File: src/rtl/bounded_deque_with_reverse_core_assert.svh
// Assertion macros for the bounded deque core.
// Needs a clock named clk and a synchronous reset named rst in the including scope.
`ifndef BOUNDED_DEQUE_WITH_REVERSE_CORE_ASSERT_SVH
`define BOUNDED_DEQUE_WITH_REVERSE_CORE_ASSERT_SVH

// Same-cycle implication, checked outside reset.
`define BDQ_ASSERT_NOW(label, ante, cons) \
  label: assert property (@(posedge clk) disable iff (rst) (ante) |-> (cons)) \
    else $error("bdq check failed");

// Next-cycle implication, checked outside reset.
`define BDQ_ASSERT_NEXT(label, ante, cons) \
  label: assert property (@(posedge clk) disable iff (rst) (ante) |=> (cons)) \
    else $error("bdq check failed");

`endif

File: src/rtl/bdq_pkg.sv
// Shared types and command codes for the bounded deque core.
// No dependencies.
package bdq_pkg;

  localparam int CMD_W = 3;
  localparam int RESULT_W = 16;

  localparam logic [CMD_W-1:0] CMD_PUSH_BACK  = 3'd0;
  localparam logic [CMD_W-1:0] CMD_POP_BACK   = 3'd1;
  localparam logic [CMD_W-1:0] CMD_PUSH_FRONT = 3'd2;
  localparam logic [CMD_W-1:0] CMD_POP_FRONT  = 3'd3;
  localparam logic [CMD_W-1:0] CMD_REVERSE    = 3'd4;
  localparam logic [CMD_W-1:0] CMD_CLEAR      = 3'd5;

  // Physical operation broadcast to every cell; front is cell 0.
  typedef struct packed {
    logic push_front;
    logic pop_front;
    logic push_back;
    logic pop_back;
    logic clear;
  } cell_ctl_t;

endpackage

File: src/rtl/bdq_cell.sv
// One storage cell of the deque chain: an element and its occupied bit.
// Depends on bdq_pkg (cell_ctl_t).
module bdq_cell #(
  parameter int DATA_WIDTH = 16
) (
  input  logic                  clk,
  input  logic                  rst,
  input  bdq_pkg::cell_ctl_t    ctl,
  input  logic [DATA_WIDTH-1:0] push_data,
  input  logic [DATA_WIDTH-1:0] left_data,
  input  logic                  left_occ,
  input  logic [DATA_WIDTH-1:0] right_data,
  input  logic                  right_occ,
  output logic [DATA_WIDTH-1:0] data,
  output logic                  occ,
  output logic [DATA_WIDTH-1:0] tap
);

  logic [DATA_WIDTH-1:0] data_next;
  logic                  occ_next;

  always_comb begin
    data_next = data;
    occ_next  = occ;
    if (ctl.clear) begin
      occ_next = 1'b0;
    end else if (ctl.push_front) begin
      data_next = left_data;
      occ_next  = left_occ;
    end else if (ctl.pop_front) begin
      data_next = right_data;
      occ_next  = right_occ;
    end else if (ctl.push_back) begin
      // first free cell takes the value
      if (!occ && left_occ) begin
        data_next = push_data;
        occ_next  = 1'b1;
      end
    end else if (ctl.pop_back) begin
      occ_next = occ & right_occ;
    end
  end

  always_ff @(posedge clk) begin
    if (rst) begin
      occ <= 1'b0;
    end else begin
      occ <= occ_next;
    end
  end

  always_ff @(posedge clk) begin
    data <= data_next;
  end

  // The last occupied cell drives its element onto the back read bus
  assign tap = (occ && !right_occ) ? data : '0;

endmodule

File: src/rtl/bounded_deque_with_reverse_core.sv
// Top level of the bounded deque: command decode, counters and the cell chain.
// Depends on bdq_pkg, bdq_cell and bounded_deque_with_reverse_core_assert.svh.
//
//  channel   | signals                                          | handshake
//  ----------+--------------------------------------------------+-----------------------
//  command   | cmd, value                                       | start high, busy low
//  result    | popped_value, was_empty, was_full, element_count | done high for 1 cycle
//
// One command per clock; its result is shown on done in the next cycle.
// busy never rises: every command is one shift or load across the cell chain,
// and a back pop reads the last occupied cell through a bitwise OR bus.
// The receiver cannot stall, so results never wait.
// Reset clears the occupied bits, count, direction flag and done; cell data is not reset.
module bounded_deque_with_reverse_core #(
  parameter int DEPTH      = 64,
  parameter int DATA_WIDTH = 16,
  localparam int CNT_W     = $clog2(DEPTH + 1)
) (
  input  logic                                clk,
  input  logic                                rst,
  input  logic                                start,
  output logic                                busy,
  input  logic [bdq_pkg::CMD_W-1:0]           cmd,
  input  logic signed [DATA_WIDTH-1:0]        value,
  output logic                                done,
  output logic signed [bdq_pkg::RESULT_W-1:0] popped_value,
  output logic                                was_empty,
  output logic                                was_full,
  output logic [CNT_W-1:0]                    element_count
);

  `include "bounded_deque_with_reverse_core_assert.svh"

  localparam logic [CNT_W-1:0] FULL_CNT = CNT_W'(DEPTH);

  logic [CNT_W-1:0] count;
  logic [CNT_W-1:0] count_next;
  logic             reversed;
  logic             reversed_next;

  bdq_pkg::cell_ctl_t ctl;

  logic [DATA_WIDTH-1:0] cell_data  [DEPTH];
  logic [DATA_WIDTH-1:0] cell_tap   [DEPTH];
  logic [DATA_WIDTH-1:0] left_data  [DEPTH];
  logic [DATA_WIDTH-1:0] right_data [DEPTH];
  logic [DEPTH-1:0]      cell_occ;
  logic [DEPTH-1:0]      left_occ;
  logic [DEPTH-1:0]      right_occ;
  logic [DATA_WIDTH-1:0] tail_data;

  logic accept;
  logic is_push;
  logic is_pop;
  logic at_front;
  logic is_empty;
  logic is_full;
  logic push_ok;
  logic pop_ok;
  logic [DATA_WIDTH-1:0] pop_data;

  assign busy     = 1'b0;
  assign accept   = start && !busy;
  assign is_empty = (count == '0);
  assign is_full  = (count == FULL_CNT);

  always_comb begin
    is_push  = 1'b0;
    is_pop   = 1'b0;
    at_front = 1'b0;
    unique case (cmd)
      bdq_pkg::CMD_PUSH_BACK: begin
        is_push  = 1'b1;
        at_front = reversed;
      end
      bdq_pkg::CMD_POP_BACK: begin
        is_pop   = 1'b1;
        at_front = reversed;
      end
      bdq_pkg::CMD_PUSH_FRONT: begin
        is_push  = 1'b1;
        at_front = !reversed;
      end
      bdq_pkg::CMD_POP_FRONT: begin
        is_pop   = 1'b1;
        at_front = !reversed;
      end
      default: begin
      end
    endcase
  end

  assign push_ok = accept && is_push && !is_full;
  assign pop_ok  = accept && is_pop && !is_empty;

  always_comb begin
    ctl.push_front = push_ok && at_front;
    ctl.push_back  = push_ok && !at_front;
    ctl.pop_front  = pop_ok && at_front;
    ctl.pop_back   = pop_ok && !at_front;
    ctl.clear      = accept && (cmd == bdq_pkg::CMD_CLEAR);
  end

  always_comb begin
    count_next    = count;
    reversed_next = reversed;
    if (ctl.clear) begin
      count_next    = '0;
      reversed_next = 1'b0;
    end else if (accept && (cmd == bdq_pkg::CMD_REVERSE)) begin
      reversed_next = !reversed;
    end else if (push_ok) begin
      count_next = count + CNT_W'(1);
    end else if (pop_ok) begin
      count_next = count - CNT_W'(1);
    end
  end

  for (genvar i = 0; i < DEPTH; i++) begin : g_cell
    if (i == 0) begin : g_first
      assign left_data[i] = value;
      assign left_occ[i]  = 1'b1;
    end else begin : g_mid_l
      assign left_data[i] = cell_data[i-1];
      assign left_occ[i]  = cell_occ[i-1];
    end
    if (i == DEPTH - 1) begin : g_last
      assign right_data[i] = cell_data[i];
      assign right_occ[i]  = 1'b0;
    end else begin : g_mid_r
      assign right_data[i] = cell_data[i+1];
      assign right_occ[i]  = cell_occ[i+1];
    end

    bdq_cell #(
      .DATA_WIDTH(DATA_WIDTH)
    ) u_cell (
      .clk       (clk),
      .rst       (rst),
      .ctl       (ctl),
      .push_data (value),
      .left_data (left_data[i]),
      .left_occ  (left_occ[i]),
      .right_data(right_data[i]),
      .right_occ (right_occ[i]),
      .data      (cell_data[i]),
      .occ       (cell_occ[i]),
      .tap       (cell_tap[i])
    );
  end

  // Only one cell drives a nonzero tap, so OR each bit across the chain
  for (genvar b = 0; b < DATA_WIDTH; b++) begin : g_bus
    logic [DEPTH-1:0] col;
    for (genvar i = 0; i < DEPTH; i++) begin : g_bit
      assign col[i] = cell_tap[i][b];
    end
    assign tail_data[b] = |col;
  end

  assign pop_data = at_front ? cell_data[0] : tail_data;

  always_ff @(posedge clk) begin
    if (rst) begin
      count    <= '0;
      reversed <= 1'b0;
      done     <= 1'b0;
    end else begin
      count    <= count_next;
      reversed <= reversed_next;
      done     <= accept;
    end
  end

  always_ff @(posedge clk) begin
    popped_value <= pop_ok ? bdq_pkg::RESULT_W'(signed'(pop_data)) : '0;
    was_empty    <= is_pop && is_empty;
    was_full     <= is_push && is_full;
  end

  assign element_count = count;

  `BDQ_ASSERT_NEXT(a_done_follows, accept, done)
  `BDQ_ASSERT_NEXT(a_no_spurious_done, !accept, !done)
  `BDQ_ASSERT_NOW(a_empty_gives_zero, done && was_empty, popped_value == '0)
  `BDQ_ASSERT_NOW(a_full_count, done && was_full, element_count == FULL_CNT)
  `BDQ_ASSERT_NOW(a_count_bound, 1'b1, count <= FULL_CNT)

endmodule

File: config.mk
export PLATFORM = sky130hd
export DESIGN_NAME = bounded_deque_with_reverse_core
export DESIGN_NICKNAME = d
export VERILOG_FILES = /design/src/rtl/bdq_pkg.sv /design/src/rtl/bdq_cell.sv /design/src/rtl/bounded_deque_with_reverse_core.sv
export VERILOG_INCLUDE_DIRS = /design/src /design/src/rtl
export SDC_FILE = /design/constraint.sdc
export NUM_CORES = 2
export LEC_CHECK = 0
export BUFFER_PORTS_ARGS = -buffer_cell sky130_fd_sc_hd__buf_2
export CELL_PAD_IN_SITES_DETAIL_PLACEMENT = 1
export CELL_PAD_IN_SITES_GLOBAL_PLACEMENT = 2
export CORE_ASPECT_RATIO = 2
export CORE_MARGIN = 3
export CORE_UTILIZATION = 48
export CTS_BUF_LIST = sky130_fd_sc_hd__clkbuf_8
export CTS_CLUSTER_SIZE = 14
export DETAILED_ROUTE_END_ITERATION = 6
export PLACE_DENSITY = 0.9
export SYNTH_ARGS = -nofsm -noshare
export SYNTH_HDL_FRONTEND = slang
export SYNTH_HIERARCHICAL = 1
export SYNTH_SLANG_ARGS = --single-unit
File: constraint.sdc
create_clock -name clk -period 21.8 [get_ports clk]
set_input_delay 1.09 -clock clk [delete_from_list [all_inputs] [get_ports clk]]
set_output_delay 1.09 -clock clk [all_outputs]
set_load 0.02 [all_outputs]
==> impl_metrics.json <==
{
  "pwr-share-comb_pct": 13.9,
  "maxCapViolCount": 3,
  "cts_buffer_depth": 4,
  "holdWs_ns": 0.426,
  "clk_pin_slew_ns": 0.07,
  "place.gp.congestion": 0.979,
  "ant_nets": 0,
  "clock_latency_ns": 0.97,
  "start_util_pct": 48.4,
  "tightest_slew_ns": 1.55,
  "routed_via_density": 6.37,
  "area_growth_pct": 6.71,
  "yosys_warnings": 6,
  "hpwl_um": 201000,
  "period_needed_ns": 6.77,
  "met1_usage_pct": 41.3,
  "wl_um": 288000,
  "syn_area_per_cell_um2": 10.1,
  "yosysTopAreaCellShare_pct": 44.0,
  "first_iter_violations": 5792,
  "ys_ff_latch": 1115,
  "cp-start-kind": "primary input",
  "yosys_most_used_dff": "edfxtp_1",
  "dp.cells": 8617,
  "drc": 0,
  "hold_viol": 0,
  "die-area_um2": 150000,
  "finalWorstSetupSlack_ns": 15.03,
  "p_clk_share_pct": 35.4,
  "die_w_um": 276,
  "finalCritPeriodShare_pct": 31.1,
  "wl_per_cell_um": 32.2,
  "cts_tree": "built",
  "fmax_mhz": 148,
  "grtUsageTotal_pct": 37.8,
  "synthCells": 6942,
  "hold_path.class": "in -> reg",
  "ir_drop_mv": 0.0544,
  "hold_buffers": 0,
  "final.fill_count": 16200,
  "violations": "max-capacitance violations, max-slew violations",
  "post_cts_resized": 0,
  "cp.arrival_ns": 7.38,
  "power.density_nw_per_um2": 68.5,
  "ys_async_sr_fraction_pct": 0,
  "p_sw_share_pct": 30.1,
  "dr.pass1.iters": 5,
  "cts_buffers": 182,
  "cp_max_fo": 183,
  "root_buffer": "clkbuf_8",
  "synth_area_leaders": "edfxtp_1, mux2i_1, and2_1, nand2_1, o21ai_1",
  "slew_violations": 3,
  "row_count": 197,
  "cts_setup_buffers": 0,
  "p_switching_mw": 1.54,
  "grt_util_met3_pct": 6.06,
  "grt_overflow_total": 0,
  "rsz0062_at_grt": "false",
  "synth_area_um2": 69800,
  "seqPwrFrac_pct": 50.7,
  "use_met2_pct": 61.4,
  "port_buffers": 47,
  "post-place-ws_ns": 14.32,
  "synth_edf_count": 1024,
  "grt_pass1_wl_um": 415000,
  "run_status": "finished with violations",
  "multi_input_area_um2": 34500,
  "grt_pass1_vias": 58400,
  "core_area_um2": 144000,
  "die_h_um": 545,
  "internal_power_mw": 3.57,
  "synth_largest_area_cell": "edfxtp_1",
  "antenna_found_initial": 14,
  "final-seq-area_um2": 32600,
  "cellLeakagePower_nw": 23.0,
  "fin_cells": 8950,
  "crit_type": "in -> reg",
  "end_kind": "register",
  "required_ns": 22.41,
  "max_slew_margin_pct": -4.11,
  "layout-drive-gt1-share_pct": 8.45,
  "htreeDepth": 4,
  "grt_max_degree": 234,
  "ys_types": 47,
  "clock-sinks": 1115,
  "setup-tns-final_ns": 0,
  "busiest_layer": "met2",
  "nets": 6940,
  "skew_ns": 0.0945,
  "setup_viol": 0,
  "io_pins": 49,
  "vias": 57000,
  "yosysSeqAreaShare_pct": 46.6
}
cells in the final DEF, fill, tap and decap left out, types with 30 or more instances in the layout:
cell,n
inv_1,77
nor2b_1,67
o21a_1,64
and2b_1,64
nor4_1,261
nand4_1,128
dfxtp_1,91
and2_1,1024
buf_2,30
o21ai_0,402
nand3b_1,65
clkbuf_8,197
nor2_1,76
o31ai_1,64
a21oi_2,44
a311o_1,64
buf_4,196
nand2_1,1042
edfxtp_1,1024
o21ai_1,704
mux2i_1,1027
nor2_4,65
nand2b_1,129
layer usage:
metal  vias to the layer above  wire length, µm  share of wire (%)
met2                      2308           138000                 48
met3                       924            16800                5.8
li1                      25100                -                  -
met1                     28600            99400                 34
met5                         -               22             0.0076
met4                         4            34600                 12
path summary, 6_finish.rpt:
| check | startpoint | slack, ns | end | depth (start not counted) |
|---|---|---|---|---|
| worst min register to register | element_count[5] | 0.50 | element_count[5] | 2 |
| worst min-delay path | cmd[0] | 0.43 | was_full | 2 |
| worst max-delay path | cmd[2] | 15.03 | g_cell[56].u_cell/data[13] | 11 |
| worst max register to register | element_count[0] | 15.19 | g_cell[56].u_cell/data[13] | 10 |
logic make-up (layout without fill, tap and decap cells):
| logic type | after synthesis | after routing | synth area share (%) |
|---|---|---|---|
| and+or+nand+nor | 2949 | 2949 | 23.1 |
| AOI/OAI and AO/OA | 1383 | 1383 | 10.9 |
| DFF | 1115 | 1115 | 46.6 |
| muxes | 1027 | 1027 | 14.7 |
| buffers and inverters | 456 | 561 | 4.41 |
| adders and majority gates | 6 | 6 | 0.118 |
| xor gates and xnor gates | 4 | 4 | 0.0502 |
| other | 2 | 15 | 0.0108 |
power by group through the flow:
stage	Combinational, mW	Sequential (mW)	Clock [mW]
CTS	0.698	2.59	1.82
floorplan	0.448	2.58	0
detailed placement	0.694	2.63	0
finish	0.709	2.59	1.81
global placement	0.669	2.63	0
global route	0.752	2.60	1.90
final cells by class:
| cell class | count | area share, % |
|---|---|---|
| Antenna cell | 10 | 0.0336 |
| Clock buffer | 197 | 3.64 |
| Clock inverter | 125 | 0.769 |
| Inverter | 5 | 0.0369 |
| Multi-Input combinational cell | 5374 | 46.3 |
| Sequential cell | 1115 | 43.7 |
| Tap cell | 1890 | 3.17 |
| Timing Repair Buffer | 234 | 2.36 |
critical path: stages:
cell and delay (ns):
buf_2 0.15, nor2b_1 0.42, o311ai_4 0.33, nor3_2 0.21, buf_4 0.66, buf_12 0.57, buf_4 0.76, buf_4 0.86
buf_4 0.84, buf_4 0.72, o21ai_0 0.21
cells in the mapped netlist, types with 3 or more instances:
cell type  count
nor2_4        64
nor2_1        77
nand3b_1      65
buf_2        194
o21ai_0      402
o31ai_1       64
xnor2_1        3
clkbuf_2     128
inv_1          5
o21a_1        64
nand4_1      128
dfxtp_1       91
o21ai_1      704
and2b_1       64
and2_1      1024
a21oi_1       68
a311o_1       64
edfxtp_1    1024
ha_1           5
a21o_1         3
nand2_1     1042
nor3_1         5
nor4_1       274
buf_6        128
mux2i_1     1027
a211oi_1       5
nor2b_1       67
nand2b_1     129
stage by stage:
step	util (%)	power, mW	instance area [µm²]
after global placement	49.4	3.30	71200
after global routing	51.7	5.25	74500
after CTS	51.7	5.11	74500
final	51.7	5.11	74500
after detailed placement	49.4	3.33	71200
after floorplan	-	3.03	69800
flip-flops by register name (all words and copies together), names as in the netlist:
signal and cells:
element_count 7, g_cell.u_cell/data 1024, done 1, reversed 1
g_cell.u_cell/occ 64, was_empty 1, was_full 1, popped_value 16
Power figures use the tool's default switching activity.
